<file path="src/design/npm_pkg.sv">
`default_nettype none

package npm_pkg;

	// coordinate and result field widths
	localparam int COORD_BITS      = 16;
	localparam int IDX_W           = 10;
	localparam int DIST_W          = 2 * COORD_BITS + 1;
	localparam int MAX_TARGETS_DEF = 1024;

	typedef enum logic [1:0] {
		OP_CLEAR = 2'd0,
		OP_LOAD  = 2'd1,
		OP_QUERY = 2'd2
	} op_t;

	typedef enum logic [1:0] {
		ST_IDLE,
		ST_SCAN,
		ST_DRAIN,
		ST_DONE
	} state_t;

	typedef struct packed {
		logic signed [COORD_BITS-1:0] x;
		logic signed [COORD_BITS-1:0] y;
	} coord_pair_t;

	typedef struct packed {
		op_t                          op;
		logic signed [COORD_BITS-1:0] point_x;
		logic signed [COORD_BITS-1:0] point_y;
	} in_item_t;

	typedef struct packed {
		logic [IDX_W-1:0]  match_index;
		logic              found;
		logic [DIST_W-1:0] dist_sqrd;
	} out_item_t;

endpackage

`default_nettype wire

</file>
<file path="src/design/npm_dist.sv">
`default_nettype none

module npm_dist import npm_pkg::*; #(
	parameter int MAX_TARGETS = MAX_TARGETS_DEF,
	localparam int AW = (MAX_TARGETS > 1) ? $clog2(MAX_TARGETS) : 1
) (
	input  wire                clk,
	input  wire                arst_n,
	input  wire                valid_s1,
	input  wire [AW-1:0]       idx_s1,
	input  coord_pair_t        target_s1,
	input  coord_pair_t        qpt,
	output logic               valid_s2,
	output logic [AW-1:0]      idx_s2,
	output logic [DIST_W-1:0]  dist_s2
);

	localparam int SQ_W = 2 * COORD_BITS;

	logic [COORD_BITS:0]   dx, dy, ndx, ndy;
	logic [COORD_BITS-1:0] mag_x, mag_y;
	logic [SQ_W-1:0]       sqx_s2, sqy_s2;

	// absolute differences, one extra bit so nothing wraps
	always_comb begin
		dx    = {qpt.x[COORD_BITS-1], qpt.x} - {target_s1.x[COORD_BITS-1], target_s1.x};
		dy    = {qpt.y[COORD_BITS-1], qpt.y} - {target_s1.y[COORD_BITS-1], target_s1.y};
		ndx   = ~dx + 1'b1;
		ndy   = ~dy + 1'b1;
		mag_x = dx[COORD_BITS] ? ndx[COORD_BITS-1:0] : dx[COORD_BITS-1:0];
		mag_y = dy[COORD_BITS] ? ndy[COORD_BITS-1:0] : dy[COORD_BITS-1:0];
	end

	// squares registered
	always_ff @(posedge clk) begin
		sqx_s2 <= mag_x * mag_x;
		sqy_s2 <= mag_y * mag_y;
		idx_s2 <= idx_s1;
	end

	always_ff @(posedge clk or negedge arst_n) begin
		if (!arst_n) begin
			valid_s2 <= 1'b0;
		end else begin
			valid_s2 <= valid_s1;
		end
	end

	// sum feeds the compare in the sequencer
	assign dist_s2 = {1'b0, sqx_s2} + {1'b0, sqy_s2};

endmodule

`default_nettype wire

</file>
<file path="config.mk">
export PLATFORM = sky130hd
export DESIGN_NAME = npm_dist
export DESIGN_NICKNAME = d
export VERILOG_FILES = /design/src/design/npm_pkg.sv /design/src/design/npm_dist.sv
export SDC_FILE = /design/constraint.sdc
export NUM_CORES = 1
export LEC_CHECK = 0
export ABC_AREA = 1
export BUFFER_PORTS_ARGS = -buffer_cell sky130_fd_sc_hd__buf_2
export CAP_MARGIN = 20
export CORE_MARGIN = 2
export CORE_UTILIZATION = 45
export CTS_BUF_LIST = sky130_fd_sc_hd__clkbuf_16
export DETAILED_ROUTE_END_ITERATION = 8
export GPL_ROUTABILITY_DRIVEN = 1
export PLACE_DENSITY = 0.7
export REMOVE_ABC_BUFFERS = 1
export SYNTH_ARGS = -nofsm -noshare
export SYNTH_HDL_FRONTEND = slang
export SYNTH_SLANG_ARGS = --single-unit
</file>
<file path="constraint.sdc">
create_clock -name clk -period 2.6 [get_ports clk]
set_clock_uncertainty 0.2 [all_clocks]
set_input_delay 0.13 -clock clk [delete_from_list [all_inputs] [get_ports clk]]
set_output_delay 0.13 -clock clk [all_outputs]
set_load 0.01 [all_outputs]
</file>
==> run summary <==
* 45.43% — starting density of the core
* 3,946 — total placed cells including tap cells
* 73 — register bit count reported by yosys
* 0.04519 mm2 — core area
* sky130_fd_sc_hd__fa_1 (32%), sky130_fd_sc_hd__ha_1 (16%), sky130_fd_sc_hd__inv_1 (12%) — leading cell types by total area after synthesis
* 18.06 um — routed len/inst
* 7.276 ns — final critical delay including setup and external delays
* 0 — Yosys Warn Count
* 31.79% — Yosys top cell area share
* 1 — number of antenna violations at the first check in global routing
* 9 — CTS Buf Count
* 21,580 — vias in the first global route
* 1.370% — async set or reset register ratio after synthesis
* 103,400 um — wire length of the first global-routing pass
* 7.143% — share of the yosys chip area belonging to registers
* 58.93% — Layout area overhead
* 7.31 ns — critical path data arrival time
* 0.02621 mm2 — post-place instance area
* primary input — critical path startpoint category
* 78 — floorplan row count
* true — setup repair after global routing missed its margin
* 0.06 ns — clock edge transition at the registers on the reported setup and hold paths
* sky130_fd_sc_hd__fa_1 — most area-hungry cell type in the Yosys netlist
* 3 — number of H-tree levels
* 120 — Buffers on Ports
* flip-flop — kind of end point of the critical path
* 58 — number of unique standard cell types used by synthesis
* -4.676 ns — Final WS setup
* in2reg — kind of path behind the tightest hold check
* 78 — Setup-failing EPs final
* 2 — deepest clock path buffer count
* target_s1[22] — beginning of the critical path
* 0 — EDFF count, synth
* 0 — remaining antenna violation count after routing
* 1,872 — starting DRC count in detailed routing
* 121 — Boundary Pins
* 73 — CTS sink cnt
* 68.89% — worst rel slew slack
* 74,670 um — post-detailed-routing wire length
* 0 — count of maximum capacitance violations
* 50,010 um — DPL Wire Length
* 5.234 — Via density
* 0 — Slew Limit Fails
* 0.4618 ns — measured slew at the worst slew-check pin
* 7.720 um2 — Mean Syn Cell Area
* 72.20% — core utilization of the finished layout
* 26.93% — global-route usage over all layers
* 0 — number of hold-slack violations in the final timing report
* sky130_fd_sc_hd__clkbuf_16 — CTS root buffer
* -229.45 ns — Setup TNS Final
* setup timing — violations in the final reports
* 0 — GRT overflow
* adder cells — kind of cell adding the most delay to the critical path
* 2.63 ns — WP data required
* 0.03263 mm2 — Design Area, Final
* target_s1[0] — startpoint of the lowest-slack hold path
* in2reg — Critical Setup Path Class
* 0.9374 — routability congestion estimate
* complete, but fails checks — outcome
* 48.09% — fraction of layout instances using a drive strength above 1
* 0.56 ns — slowest cell delay on critical path
* 4 — largest fanout of any net on the critical path
* done — TritonCTS clock tree
* 0.02053 mm2 — area of the mapped netlist
* 279.9% — part of the cycle the worst path needs
* 0 — final routed DRC violation total
* 217.6 um — Horiz. Die Dim
* 21,640 — number of vias in the routed layout
* 0.04734 mm2 — Die Footprint
* 19 — largest net degree at the start of global routing
* 4,190 — Final #Nets
* sky130_fd_sc_hd__fa_1 — Crit-path slowest cell
* 217.6 um — floorplan die height
* 6 — number of detailed-routing iterations run before antenna repair
* 0 — ant diodes
* sky130_fd_sc_hd__dfxtp_1 — ys flop type
* 4,135 — Non-Filler Instances
* 12 — worst path buffer plus inverter count
* 137.4 MHz — top achievable clock speed
* 2,659 — number of standard cells after synthesis
-- tightest hold or removal path, cell delays in order --
cell                    delay (ns)
sky130_fd_sc_hd__buf_6        0.07
sky130_fd_sc_hd__ha_4         0.14
sky130_fd_sc_hd__inv_2        0.05
sky130_fd_sc_hd__buf_4        0.19
-- cell type report --
class,count,area [um2]
clock inverter,7,102.6
timing repair inverter,1,6.256
clock buffer,9,225.2
tap,600,750.7
timing repair buffer,888,7158
multi-input combinational,1861,20180
inverter,696,2729
fill,2923,12560
sequential,73,1471
-- layer usage --
| layer | up-vias | global-route usage [%] | wire (um) |
|---|---|---|---|
| met2 | 933 | 45.59 | 37090 |
| met1 | 10650 | 36.52 | 29490 |
| li1 | 9793 | - | - |
| met5 | - | 0 | 11 |
| met4 | 2 | 5.571 | 2816 |
| met3 | 269 | 4.086 | 5259 |
-- registers in the layout (all words and copies together) (netlist names) --
register and cells:
idx_s2 10, sqx_s2 31, sqy_s2 31, valid_s2 1
-- through the flow --
stage,hold WS [ns],setup slack [ns]
finish,0.1110,-4.676
global route,0.1109,-4.938
CTS,0.1147,-4.216
detailed placement,-0.2904,-5.137
global placement,-0.2949,-5.063
floorplan,-0.3656,-4.691
-- synthesized netlist by cell type, drive strengths merged (2+ instances only) --
cell,instances
inv,696
nor4,6
and2,4
a31o,2
o211ai,4
o2111ai,2
o311ai,2
fa,326
o21bai,8
nand2,487
buf,26
nand3b,6
o221ai,3
dfxtp,72
nand3,101
a21o,9
ha,257
o21ai,52
xnor2,29
nand4,22
a21oi,122
a21boi,4
clkbuf,5
a221oi,3
o21a,10
nor2,278
a31oi,13
or2,5
xor2,80
nor3,18
o31ai,4
-- timing repair --
action                                  in CTS  in global routing
gates resized for setup                    603                511
pin swaps                                  267                327
endpoints found under the setup margin      81                 80
hold buffers                                13                  0
cloned                                       3                  0
hold endpoints to repair                    12                  0
setup buffers                               87                 96
-- layout by cell type, fill, tap and decap left out, types with 8 or more instances in the layout --
master                            n
sky130_fd_sc_hd__xnor2_1         16
sky130_fd_sc_hd__dlygate4sd3_1   13
sky130_fd_sc_hd__buf_4          607
sky130_fd_sc_hd__o21ai_0         22
sky130_fd_sc_hd__clkbuf_16        9
sky130_fd_sc_hd__nand2_2        110
sky130_fd_sc_hd__dfxtp_1         68
sky130_fd_sc_hd__inv_2          125
sky130_fd_sc_hd__xor2_1          55
sky130_fd_sc_hd__o21ai_2         16
sky130_fd_sc_hd__o21ai_4          8
sky130_fd_sc_hd__inv_4           18
sky130_fd_sc_hd__nor2_4          53
sky130_fd_sc_hd__inv_1          545
sky130_fd_sc_hd__a21o_1           9
sky130_fd_sc_hd__nor2_2          65
sky130_fd_sc_hd__nand2_4         66
sky130_fd_sc_hd__o21a_1           9
sky130_fd_sc_hd__xor2_2          13
sky130_fd_sc_hd__nor2_1         160
sky130_fd_sc_hd__a21oi_4         24
sky130_fd_sc_hd__ha_4            83
sky130_fd_sc_hd__buf_6          143
sky130_fd_sc_hd__nand3_2         29
sky130_fd_sc_hd__xnor2_2         12
sky130_fd_sc_hd__fa_1           293
sky130_fd_sc_hd__xor2_4          12
sky130_fd_sc_hd__buf_12          13
sky130_fd_sc_hd__nand2_1        309
sky130_fd_sc_hd__nand4_1         22
sky130_fd_sc_hd__a21oi_1         52
sky130_fd_sc_hd__a21oi_2         46
sky130_fd_sc_hd__buf_2          108
sky130_fd_sc_hd__nand3_4         15
sky130_fd_sc_hd__nand3_1         57
sky130_fd_sc_hd__ha_1           167
sky130_fd_sc_hd__a31oi_4          8
sky130_fd_sc_hd__fa_2            33
-- logic make-up (layout without fill, tap and decap cells) --
| family | count (synthesis) | after routing | share of synthesized area, % |
|---|---|---|---|
| buffers and inverters | 727 | 1601 | 13.81 |
| adder cells (fa/ha/maj) | 583 | 583 | 47.46 |
| flip-flops | 73 | 73 | 7.143 |
| AND/OR/NAND/NOR | 927 | 929 | 19.52 |
| AO/OA/AOI/OAI | 240 | 240 | 7.101 |
| XOR/XNOR | 109 | 109 | 4.980 |
-- path summary, 6_finish.rpt --
| path | to | slack [ns] | cells after the start |
|---|---|---|---|
| worst min-delay path | sqy_s2[0]$_DFF_P_ | 0.11 | 4 |
| worst max-delay path | sqx_s2[22]$_DFF_P_ | -4.68 | 40 |
| max in group asynchronous | valid_s2$_DFF_PN0_ | 1.67 | 3 |
| min in group asynchronous | valid_s2$_DFF_PN0_ | 0.42 | 3 |
Power is left out: the tool's default activity adds up to more than one toggle a clock period on the data nets, which glitch-free logic cannot reach.
