--- src/design/npm_pkg.sv ---
`default_nettype none

package npm_pkg;

	// coordinate and result field widths
	localparam int COORD_BITS      = 16;
	localparam int IDX_W           = 10;
	localparam int DIST_W          = 2 * COORD_BITS + 1;
	localparam int MAX_TARGETS_DEF = 1024;

	typedef enum logic [1:0] {
		OP_CLEAR = 2'd0,
		OP_LOAD  = 2'd1,
		OP_QUERY = 2'd2
	} op_t;

	typedef enum logic [1:0] {
		ST_IDLE,
		ST_SCAN,
		ST_DRAIN,
		ST_DONE
	} state_t;

	typedef struct packed {
		logic signed [COORD_BITS-1:0] x;
		logic signed [COORD_BITS-1:0] y;
	} coord_pair_t;

	typedef struct packed {
		op_t                          op;
		logic signed [COORD_BITS-1:0] point_x;
		logic signed [COORD_BITS-1:0] point_y;
	} in_item_t;

	typedef struct packed {
		logic [IDX_W-1:0]  match_index;
		logic              found;
		logic [DIST_W-1:0] dist_sqrd;
	} out_item_t;

endpackage

`default_nettype wire

--- src/design/npm_ctrl.sv ---
`default_nettype none

module npm_ctrl import npm_pkg::*; #(
	parameter int MAX_TARGETS = MAX_TARGETS_DEF,
	localparam int AW = (MAX_TARGETS > 1) ? $clog2(MAX_TARGETS) : 1
) (
	input  wire                clk,
	input  wire                arst_n,
	input  wire                in_valid,
	output logic               in_ready,
	input  in_item_t           in_data,
	output logic               mem_we,
	output logic [AW-1:0]      mem_waddr,
	output coord_pair_t        mem_wdata,
	output logic               mem_re,
	output logic [AW-1:0]      mem_raddr,
	output logic               valid_s1,
	output logic [AW-1:0]      idx_s1,
	output coord_pair_t        qpt,
	input  wire                dist_valid,
	input  wire [AW-1:0]       dist_idx,
	input  wire [DIST_W-1:0]   dist_val,
	input  wire                out_free,
	output logic               res_load,
	output out_item_t          res_data
);

	localparam int CW = $clog2(MAX_TARGETS + 1);

	state_t              state_q, state_d;
	logic [CW-1:0]       count_q, scan_q, scan_nxt;
	logic                acc, full, issue, last;
	logic                have_q, upd;
	logic [DIST_W-1:0]   best_q;
	logic [AW-1:0]       best_idx_q;
	logic [IDX_W+AW-1:0] idx_ext;

	assign acc      = in_valid && in_ready;
	assign full     = (count_q == CW'(MAX_TARGETS));
	assign scan_nxt = scan_q + 1'b1;
	assign last     = (scan_nxt == count_q);

	// next state
	always_comb begin
		state_d = state_q;
		case (state_q)
			ST_IDLE: begin
				if (acc && in_data.op == OP_QUERY) begin
					state_d = (count_q == '0) ? ST_DONE : ST_SCAN;
				end
			end
			ST_SCAN: begin
				if (last) begin
					state_d = ST_DRAIN;
				end
			end
			ST_DRAIN: begin
				if (!valid_s1 && !dist_valid) begin
					state_d = ST_DONE;
				end
			end
			ST_DONE: begin
				if (out_free) begin
					state_d = ST_IDLE;
				end
			end
			default: state_d = ST_IDLE;
		endcase
	end

	// state outputs
	always_comb begin
		in_ready = 1'b0;
		issue    = 1'b0;
		res_load = 1'b0;
		case (state_q)
			ST_IDLE:  in_ready = 1'b1;
			ST_SCAN:  issue    = 1'b1;
			ST_DRAIN: ;
			ST_DONE:  res_load = out_free;
			default:  ;
		endcase
	end

	always_ff @(posedge clk or negedge arst_n) begin
		if (!arst_n) begin
			state_q  <= ST_IDLE;
			count_q  <= '0;
			valid_s1 <= 1'b0;
			have_q   <= 1'b0;
		end else begin
			state_q  <= state_d;
			valid_s1 <= issue;
			if (acc) begin
				case (in_data.op)
					OP_CLEAR: count_q <= '0;
					OP_LOAD: begin
						if (!full) begin
							count_q <= count_q + 1'b1;
						end
					end
					OP_QUERY: have_q <= 1'b0;
					default: ;
				endcase
			end
			if (upd) begin
				have_q <= 1'b1;
			end
		end
	end

	// query point, scan position and running best
	always_ff @(posedge clk) begin
		if (acc && in_data.op == OP_QUERY) begin
			qpt.x  <= in_data.point_x;
			qpt.y  <= in_data.point_y;
			scan_q <= '0;
		end else if (issue) begin
			scan_q <= scan_nxt;
		end
		idx_s1 <= scan_q[AW-1:0];
		if (upd) begin
			best_q     <= dist_val;
			best_idx_q <= dist_idx;
		end
	end

	// strict less-than keeps the lower index on ties
	assign upd = dist_valid && (!have_q || dist_val < best_q);

	// target store access
	assign mem_we          = acc && in_data.op == OP_LOAD && !full;
	assign mem_waddr       = count_q[AW-1:0];
	assign mem_wdata.x     = in_data.point_x;
	assign mem_wdata.y     = in_data.point_y;
	assign mem_re          = issue;
	assign mem_raddr       = scan_q[AW-1:0];

	// result, zeroed for an empty set
	assign idx_ext              = {{IDX_W{1'b0}}, best_idx_q};
	assign res_data.match_index = have_q ? idx_ext[IDX_W-1:0] : '0;
	assign res_data.found       = have_q;
	assign res_data.dist_sqrd   = have_q ? best_q : '0;

	a_count_bound: assert property (@(posedge clk) disable iff (!arst_n)
		count_q <= CW'(MAX_TARGETS))
		else $error("target count beyond capacity");

	a_scan_in_set: assert property (@(posedge clk) disable iff (!arst_n)
		issue |-> scan_q < count_q)
		else $error("scan reads past stored targets");

	a_no_stray_dist: assert property (@(posedge clk) disable iff (!arst_n)
		dist_valid |-> (state_q == ST_SCAN || state_q == ST_DRAIN))
		else $error("distance in flight outside a query");

	a_drained: assert property (@(posedge clk) disable iff (!arst_n)
		state_q == ST_DONE |-> !valid_s1 && !dist_valid)
		else $error("result taken before the pipe drained");

endmodule

`default_nettype wire

--- config.mk ---
export PLATFORM = sky130hd
export DESIGN_NAME = npm_ctrl
export DESIGN_NICKNAME = d
export VERILOG_FILES = /design/src/design/npm_pkg.sv /design/src/design/npm_ctrl.sv
export SDC_FILE = /design/constraint.sdc
export NUM_CORES = 1
export LEC_CHECK = 0
export BUFFER_PORTS_ARGS = -buffer_cell sky130_fd_sc_hd__buf_2
export CORE_MARGIN = 2
export CORE_UTILIZATION = 44
export CTS_CLUSTER_SIZE = 16
export DETAILED_ROUTE_END_ITERATION = 8
export HOLD_SLACK_MARGIN = 0.08
export PLACE_DENSITY = 0.75
export REMOVE_ABC_BUFFERS = 1
export SLEW_MARGIN = 30
export SYNTH_ARGS = -nofsm -noshare
export SYNTH_HDL_FRONTEND = slang
export SYNTH_SLANG_ARGS = --single-unit
--- constraint.sdc ---
create_clock -name clk -period 4.1 [get_ports clk]
set_clock_uncertainty 0.2 [all_clocks]
set_input_delay 0.615 -clock clk [delete_from_list [all_inputs] [get_ports clk]]
set_output_delay 0.615 -clock clk [all_outputs]
set_load 0.005 [all_outputs]
==> reports/results.ini, run 1 <==
[synthesis]
postSynth.asyncResetShare_pct=13.51
synthMuxAreaShare_pct=1.052
synth.avg_cell_area_um2=11.51
yosysUniqueCellTypes=53
synth_compound_area_share_pct=7.057
synth_edf_count=75
synthCells=496
synth_ff_type=edfxtp_1
ys_seq_area_share_pct=53.39
synth_xor_area_share_pct=4.756
netlist_area_mm2=0.005709
yosys_warnings=0
synth_fa_ha_area_share_pct=8.547
ys_ff_latch=111
synth_simple_gate_area_share_pct=14.40
synth_top_family_by_area=simple AND/OR/NAND/NOR gates

[timing]
hold_slack_ns=0.2402
worstMarginPinSlew_ns=0.7056
min_period_ns=3.043
rsz0062_at_grt=no
setup_tns_ns=0
final_max_slew_viol_count=0
finalHoldViolations=0
fmax_ghz=0.3286
finalCritPeriodShare_pct=74.22
finalSetupViolCount=0
relSlewSlack_pct=52.79

[clocking]
clock_sinks=111
postCtsSetupRepairBufs=0
hold_buffers=1
path_clk_slew_ns=0.08
cts_inserted_buffers=9
cts_tree=built
post_cts_resized=0
htreeDepth=3
clock-root-buffer=clkbuf_16
cts_max_path_buffers=2
insertion_delay_ns=0.35

[power]
ir_drop_mv=0.2981
p_leak_uw=0.003195
total_power_uw=3653
power_density_mw_per_mm2=528.7

[routing]
drtAntennaViolNets=0
wl_per_cell_um=15.56
vias=4195
drc=0
drt-initial-drc-count=257
viasPerCell=4.976
wl_um=13110
drt_pass1_iterations=4

[floorplan]
die_area_mm2=0.01390
start_util_pct=45.24
core_mm2=0.01262
rows=41
die_h_um=117.9
io-pin-count=225
die_w_um=117.9

[setup_path]
required_ns=3.28
crit_type=reg -> out
cp.arrival_ns=2.23
r2r-start=best_q[26]
path_max_fanout=7
critPathCaptureType=output pin
startpoint=state_q[0]
cp-start-kind=register

[grt]
grt_pass1_vias=4235
antenna_found_initial=1
grt_max_degree=48
grt_pass1_wl_um=21110
grtUsageTotal_pct=18.77
overflow=0

[final_layout]
fill_cells=1105
drive_gt1_share_pct=37.76
fin_util_pct=54.76
layout.nets=786
syn_to_final_growth_pct=21.04

[job]
cap_violations=0

[worst_hold_path]
hp-start=dist_idx[9]
hold_path.class=in -> reg

[run_status]
status=complete, no violations

[place]
port_buffers=224
gp_congestion=0.9130
dp_hpwl_um=9956

## metrics by stage
step / instances / setup slack (ns) / cell area [um^2]
after floorplan: 426 / -0.2545 / 5235
after global placement: 825 / 1.121 / 6606
after detailed placement: 825 / 1.089 / 6608
after CTS: 842 / 1.069 / 6908
after global routing: 843 / 0.8446 / 6910
final: 843 / 1.057 / 6910
## Yosys cell counts (2+ instances only)
| cell type | n | area, um^2 |
|---|---|---|
| and3_1 | 4 | 25.02 |
| a21o_1 | 6 | 45.04 |
| a41oi_1 | 2 | 17.52 |
| dfrtp_1 | 15 | 375.4 |
| buf_4 | 55 | 412.9 |
| nand2b_1 | 3 | 18.77 |
| nor4_1 | 2 | 12.51 |
| dfxtp_1 | 21 | 420.4 |
| nor2_1 | 25 | 93.84 |
| nand4b_1 | 3 | 26.28 |
| nand3b_1 | 3 | 22.52 |
| edfxtp_1 | 75 | 2252 |
| inv_1 | 38 | 142.6 |
| and4_1 | 2 | 17.52 |
| nand3_1 | 12 | 60.06 |
| o211ai_1 | 2 | 15.01 |
| nor2b_1 | 2 | 12.51 |
| o21ai_0 | 12 | 60.06 |
| xor2_1 | 20 | 175.2 |
| a211oi_1 | 6 | 45.04 |
| xnor2_1 | 11 | 96.34 |
| mux2i_1 | 6 | 60.06 |
| ha_1 | 39 | 488.0 |
| a21oi_1 | 12 | 60.06 |
| a31oi_1 | 2 | 12.51 |
| clkbuf_1 | 10 | 37.54 |
| o22ai_1 | 2 | 12.51 |
| o31ai_1 | 2 | 15.01 |
| and2_1 | 45 | 281.5 |
| nand2_1 | 18 | 67.56 |
| nand4_1 | 9 | 56.30 |
| o2111ai_1 | 2 | 17.52 |
| nor3b_1 | 3 | 22.52 |
| buf_2 | 4 | 20.02 |
| or2_2 | 2 | 12.51 |
| nor3_1 | 4 | 20.02 |
## where the power goes
part	leakage (uW)	switching (uW)	internal [uW]
registers	0.00108	243	1440
clock network	0.000144	426	426
logic	0.00197	579	537
## metal layers
layer / track usage, % / vias up / share of wire, %
li1: - / 2025 / -
met1: 24.42 / 2000 / 44
met2: 31.18 / 158 / 49
met3: 4.942 / 12 / 6.3
met4: 4.819 / 0 / 0.85
met5: 0 / - / 0
## final timing paths
| check | cells after the start | endpoint | slack (ns) |
|---|---|---|---|
| min in group asynchronous | 2 | have_q | 0.51 |
| max in group asynchronous | 2 | have_q | 2.91 |
| worst max register to register | 9 | best_q[25] | 1.44 |
| worst max-delay path | 6 | mem_we | 1.06 |
| worst min-delay path | 1 | best_idx_q[9] | 0.24 |
| worst min register to register | 0 | idx_s1[8] | 0.24 |
## cells by family after synthesis
logic type,after synthesis
AO/OA/AOI/OAI,57
XOR/XNOR,31
adder cells (fa/ha/maj),39
buffers and inverters,108
flip-flops,111
multiplexers,6
AND/OR/NAND/NOR,144
## sequential cells by signal, summed over array words and instances, names as in the netlist
name and cells:
have_q 1, qpt 32, state_q 2, valid_s1 1
count_q 11, scan_q 11, best_q 33, best_idx_q 10
idx_s1 10
## worst max-delay path: stages (launching register included)
cell and delay, ns:
dfrtp_1 0.41, inv_1 0.11, ha_1 0.34, nand3b_1 0.19, a41oi_1 0.50, and2_1 0.23, buf_2 0.11
## cell usage in the layout (no fill, tap or decap), types with 14 or more instances in the layout
cell type  Yosys  final
buf_2          4    224
edfxtp_1      75     75
and2_1        45     45
ha_1          39     39
inv_1         38     38
nor2_1        25     25
dfxtp_1       21     21
xor2_1        20     20
nand2_1       18     18
dfrtp_1       15     14
## layout make-up
class	instances	area, um^2	area share, %
flip-flops and latches	111	3049	44.12
well taps	172	215.2	3.114
repair buffers	228	1154	16.69
clock buffers	9	225.2	3.259
multi-input cells	277	2057	29.77
inverters	38	142.6	2.064
diodes	1	2.502	0.03621
clock inverters	7	65.06	0.9415
(Power assumes the default switching activity.)
==> run 2: changes to the inputs <==
ABC_AREA = 1   (was default)
CORE_UTILIZATION = 49   (was 44)
PLACE_DENSITY = 0.79   (was 0.75)
clock period = 3 ns   (was 4.1 ns; I/O delays follow)
==> run 2 against run 1 <==
Net effect:
- critical path type is now in -> reg
- synthesized cell count up 28%
- worst setup slack lost 0.76 ns
- via count increased by 14%
- critical path depth grew 7
- core utilization rose by 9.0 points
- power grew 39%
- clock-buffer cell count rose by 1
- global-route usage increased by 2.1 points
- sequential cell count unchanged
==> reports/results.ini, run 2 <==
[setup_path]
r2r-start=best_q[26]
startpoint=dist_val[2]
cp_common_cell=nand2_1
crit_family=buffers and inverters
crit_slowest_cell=dlygate4sd3_1
required_ns=2.84
ff2ff_path_depth=13
worstPathCellList=dlygate4sd3_1, buf_2, ha_1, a21oi_1, o21ai_0, a21oi_1, o21ai_0, nand2_1, nand3_1, nand2_1, nand2_1, inv_1, buf_12
cp.arrival_ns=2.55
reg2reg_slack_ns=0.61
cp_slowest_stage_delay_ns=0.54
crit_type=in -> reg
timing.critical_path.buf_inv=4
path_max_fanout=38
cp-start-kind=input port
worstSetupEndpoint=best_q[3]
path_depth=13
critPathCaptureType=register
timing.rr.end=best_q[3]

[clocking]
path_clk_slew_ns=0.07
clock-root-buffer=clkbuf_16
clock_sinks=111
hold_buffers=19
cts_tree=built
cts_max_path_buffers=2
postCtsSetupRepairBufs=0
cts_inserted_buffers=9
htreeDepth=3
post_cts_resized=0
insertion_delay_ns=0.35

[synthesis]
netlist_area_mm2=0.005801
synth_compound_area_share_pct=5.889
yosysUniqueCellTypes=27
synth_common_cells=nand2_1 (136), inv_1 (126), edfxtp_1 (75), buf_4 (53), ha_1 (39)
synth_most_common_cell=nand2_1
yosys_warnings=0
synth_xor_area_share_pct=0.3020
synthTopCellsByArea=edfxtp_1 (39%), nand2_1 (8.8%), ha_1 (8.4%)
synth_simple_gate_area_share_pct=17.17
ys_ff_latch=111
ys_seq_area_share_pct=52.55
synthCells=636
netlist.area_leader.share_pct=38.83
synth_top_family_by_area=simple AND/OR/NAND/NOR gates
synth_ff_type=edfxtp_1
synthMuxAreaShare_pct=0
synth.largest_area_cell=edfxtp_1
synth_fa_ha_area_share_pct=8.412
synth_edf_count=75
postSynth.asyncResetShare_pct=13.51
synth.avg_cell_area_um2=9.120

[timing]
final_max_slew_viol_count=0
fmax_ghz=0.3697
setup_tns_ns=0
rsz0062_at_grt=no
finalCritPeriodShare_pct=90.17
worstMarginPinSlew_ns=0.5749
fin_ws_ns=0.2949
relSlewSlack_pct=61.53
min_period_ns=2.705
finalHoldViolations=0
finalSetupViolCount=0

[grt]
grt_pass1_vias=4301
grt-busiest-layer=met2
grtUsageMet2_pct=35.25
gr-usage-met1_pct=27.15
grt_pass1_wl_um=20960
overflow=0
grt_max_degree=40
grt_use_met3_pct=5.463
antenna_found_initial=0
grtUsageTotal_pct=20.82

[power]
p_int_uw=3276
power_density_mw_per_mm2=693.4
swShare_pct=35.41
ir_drop_mv=0.5306
power.switching_uw=1796
combPwrFrac_pct=33.7
p_seq_share_pct=43.1
p_leak_uw=0.003889
p_clk_share_pct=23.2

[routing]
wl_per_cell_um=13.96
drc=0
wl_um=13870
drt_pass1_iterations=5
viasPerCell=4.813
vias=4779
drtAntennaViolNets=0
drt-initial-drc-count=390

[final_layout]
antennaDiodeCount=0
layout_common_cells=buf_2 (224), nand2_1 (136), inv_1 (126)
top_regs=best_q: 33 flops, qpt: 32 flops
drive_gt1_share_pct=30.82
syn_to_final_growth_pct=26.10
top_register=best_q
final_common_cell=buf_2
largest_reg_flops=33
layout.nets=966

[run_status]
status=complete, no violations

[job]
cap_violations=0

[floorplan]
io-pin-count=225
die_area_mm2=0.01272
die_w_um=112.8
die_h_um=112.8
start_util_pct=50.58
rows=39
core_mm2=0.01147

[place]
dp_hpwl_um=10570
port_buffers=224
pre_cts_slack_ns=0.4589
gp_congestion=0.9007

[worst_hold_path]
hold_path.class=in -> reg
hp-start=in_data[4]

==> run 2: changes by cell type after synthesis, sizes merged, moves of 7 or more <==
cell	before	now
nand4	9	16
buf	60	53
xor2	20	2
o21ai	12	31
inv	38	127
and2	45	0
xnor2	11	0
a21oi	12	29
nand2	18	141
nand3	13	35
==> run 2: through the flow <==
stage	std cells	area, um^2	utilization, %	hold slack (ns)	power [uW]
floorplan	575	5371	-	-0.04559	3150
global placement	950	6744	58.81	0.1899	3850
detailed placement	950	6744	58.81	0.1884	3899
CTS	985	7234	63.09	0.08024	5106
global route	993	7315	63.79	0.07731	5453
finish	993	7315	63.79	0.09290	5072
==> run 2: area by class of cell <==
cell class	instances	area, um^2
well taps	143	178.9
inverters	128	480.5
clock inverters	6	50.05
repair buffers	259	1464
fillers	929	4153
flip-flops and latches	111	3048
clock buffers	10	250.2
multi-input cells	336	1843
==> run 2: cell families after synthesis <==
logic type | count (synthesis)
buffers and inverters | 189
flip-flops | 111
XOR/XNOR | 2
AND/OR/NAND/NOR | 230
adder cells (fa/ha/maj) | 39
AO/OA/AOI/OAI | 65
==> run 2: how the worst min path moves through the flow <==
stage	to	slack, ns	cells past startpoint
floorplan	count_q[0]	-0.05	0
global placement	count_q[8]	0.19	1
detailed placement	count_q[7]	0.19	1
CTS	best_q[11]	0.08	1
global route	best_q[20]	0.08	1
finish	qpt[4]	0.09	1
==> run 2: power groups by stage <==
stage	clock, uW	combinational [uW]	sequential [uW]
CTS	1210	1710	2180
global placement	0	1640	2210
finish	1180	1710	2180
global route	1270	1960	2230
detailed placement	0	1680	2220
floorplan	0	946	2200
==> run 2: routing by layer <==
layer | vias up | wire length (um)
li1 | 2409 | -
met2 | 150 | 6781
met4 | 0 | 146
met1 | 2207 | 6079
met5 | - | 0
met3 | 13 | 858
==> run 3: changes to the inputs <==
ABC_AREA = default   (was 1)
==> run 3 against run 2 <==
Net effect:
- routed wire length grew 1.4%
- sequential cell count is the same
- worst setup slack lost 0.21 ns
- largest cell class unchanged
==> reports/results.ini, run 3 (same netlist as run 1, synthesis figures left out) <==
[setup_path]
cp-start-kind=input port
crit_family=compound AO/OA/AOI/OAI gates
cp.arrival_ns=2.77
required_ns=2.86
path_max_fanout=29
critPathCaptureType=register
crit_slowest_cell=dlygate4sd3_1
reg2reg_slack_ns=0.43
worstPathCellList=dlygate4sd3_1, buf_2, ha_1, a21oi_1, o21ai_0, a31oi_1, o21ai_0, a211o_1, o21bai_4, buf_12
cp_common_cell=o21ai_0
crit_type=in -> reg
timing.rr.end=best_idx_q[8]
cp_slowest_stage_delay_ns=0.54
r2r-start=best_q[26]
ff2ff_path_depth=9
timing.critical_path.buf_inv=3

[clocking]
cts_max_path_buffers=2
path_clk_slew_ns=0.07
clock_sinks=111
insertion_delay_ns=0.35
clock-root-buffer=clkbuf_16
cts_tree=built
cts_inserted_buffers=9
htreeDepth=3

[grt]
antenna_found_initial=1
grtUsageTotal_pct=21.55
grt_pass1_wl_um=21300
grt_pass1_vias=4156
grt_max_degree=43
overflow=0

[final_layout]
drive_gt1_share_pct=36.06
final_common_cell=buf_2
top_register=best_q
syn_to_final_growth_pct=28.31
layout_common_cells=buf_2 (224), edfxtp_1 (75), and2_1 (45)
largest_reg_flops=33
fin_area_mm2=0.007326
top_regs=best_q: 33 flops, qpt: 32 flops
layout.nets=826

[timing]
min_period_ns=2.916
worstMarginPinSlew_ns=0.6983
hold_slack_ns=0.09405
setup_tns_ns=0
fin_ws_ns=0.08367
finalSetupViolCount=0
relSlewSlack_pct=53.28
fmax_ghz=0.3429
finalCritPeriodShare_pct=97.21
finalHoldViolations=0
rsz0062_at_grt=no
final_max_slew_viol_count=0

[routing]
wl_per_cell_um=16.46
wl_um=14060
drc=0
viasPerCell=5.103
drtAntennaViolNets=0
drt_pass1_iterations=5
vias=4358
drt-initial-drc-count=235

[power]
ir_drop_mv=0.5186
p_leak_uw=0.003391
total_power_uw=5223
power_density_mw_per_mm2=713.0

[worst_hold_path]
min_path_cells=1
hp-start=dist_val[13]
min_to=best_q[13]
hold_path.class=in -> reg

[place]
pre_cts_slack_ns=0.2230
dp_hpwl_um=10120
gp_congestion=0.8458
place_area_mm2=0.006613
port_buffers=224

[floorplan]
die_area_mm2=0.01253
io-pin-count=225
die_h_um=111.9
start_util_pct=50.00
die_w_um=111.9
core_mm2=0.01142
rows=39

[run_status]
status=complete, no violations

[job]
cap_violations=0

-- run 3: cell count changes in the layout (fill, tap and decap cells not counted), moves of 7 or more --
| cell | change |
|---|---|
| a21oi_1 | -17 |
| and2_1 | +45 |
| dlygate4sd3_1 | +10 |
| inv_1 | -88 |
| nand2_1 | -118 |
| nand3_1 | -23 |
| nand4_1 | -7 |
| o21ai_0 | -18 |
| xnor2_1 | +11 |
| xor2_1 | +18 |
-- run 3: where the power goes --
| part | switching (uW) | leakage (uW) | total (uW) | internal (uW) |
|---|---|---|---|---|
| combinational | 852 | 0.00215 | 1650 | 801 |
| clock | 572 | 0.000164 | 1310 | 735 |
| sequential | 291 | 0.00108 | 2260 | 1970 |
-- run 3: cell type report --
class | count | area [um^2]
diodes | 1 | 2.502
clock buffers | 11 | 264.0
clock inverters | 5 | 72.57
fillers | 895 | 4093
inverters | 38 | 142.6
multi-input cells | 277 | 2057
flip-flops and latches | 111 | 3048
well taps | 143 | 178.9
repair buffers | 268 | 1560
-- run 3: stage by stage --
step,utilization (%),instances
after detailed placement,57.91,800
after floorplan,-,426
after global routing,64.16,854
after global placement,57.91,800
final,64.16,854
after CTS,64.10,853
-- run 3: worst max-delay path by stage --
stage	cells past startpoint	endpoint	slack [ns]	startpoint
final	10	best_idx_q[8]	0.08	dist_val[28]
after global routing	6	mem_we	0.006	count_q[0]
after CTS	10	best_q[19]	0.07	dist_val[28]
after detailed placement	9	best_q[18]	0.22	dist_val[26]
after global placement	9	best_q[19]	0.27	dist_val[26]
after floorplan	7	best_idx_q[0]	-1.19	dist_val[28]
-- run 3: routing by layer --
metal	wire length, um	track usage (%)
met1	5999	28.10
met2	6920	35.47
met3	926	5.444
met4	212	7.073
met5	0	0
-- run 3: what timing repair did --
action,4_1_cts,5_1_grt
setup buffers,0,0
hold endpoints to repair,51,0
setup endpoints to repair,0,14
resized for setup,0,1
hold buffers,37,0
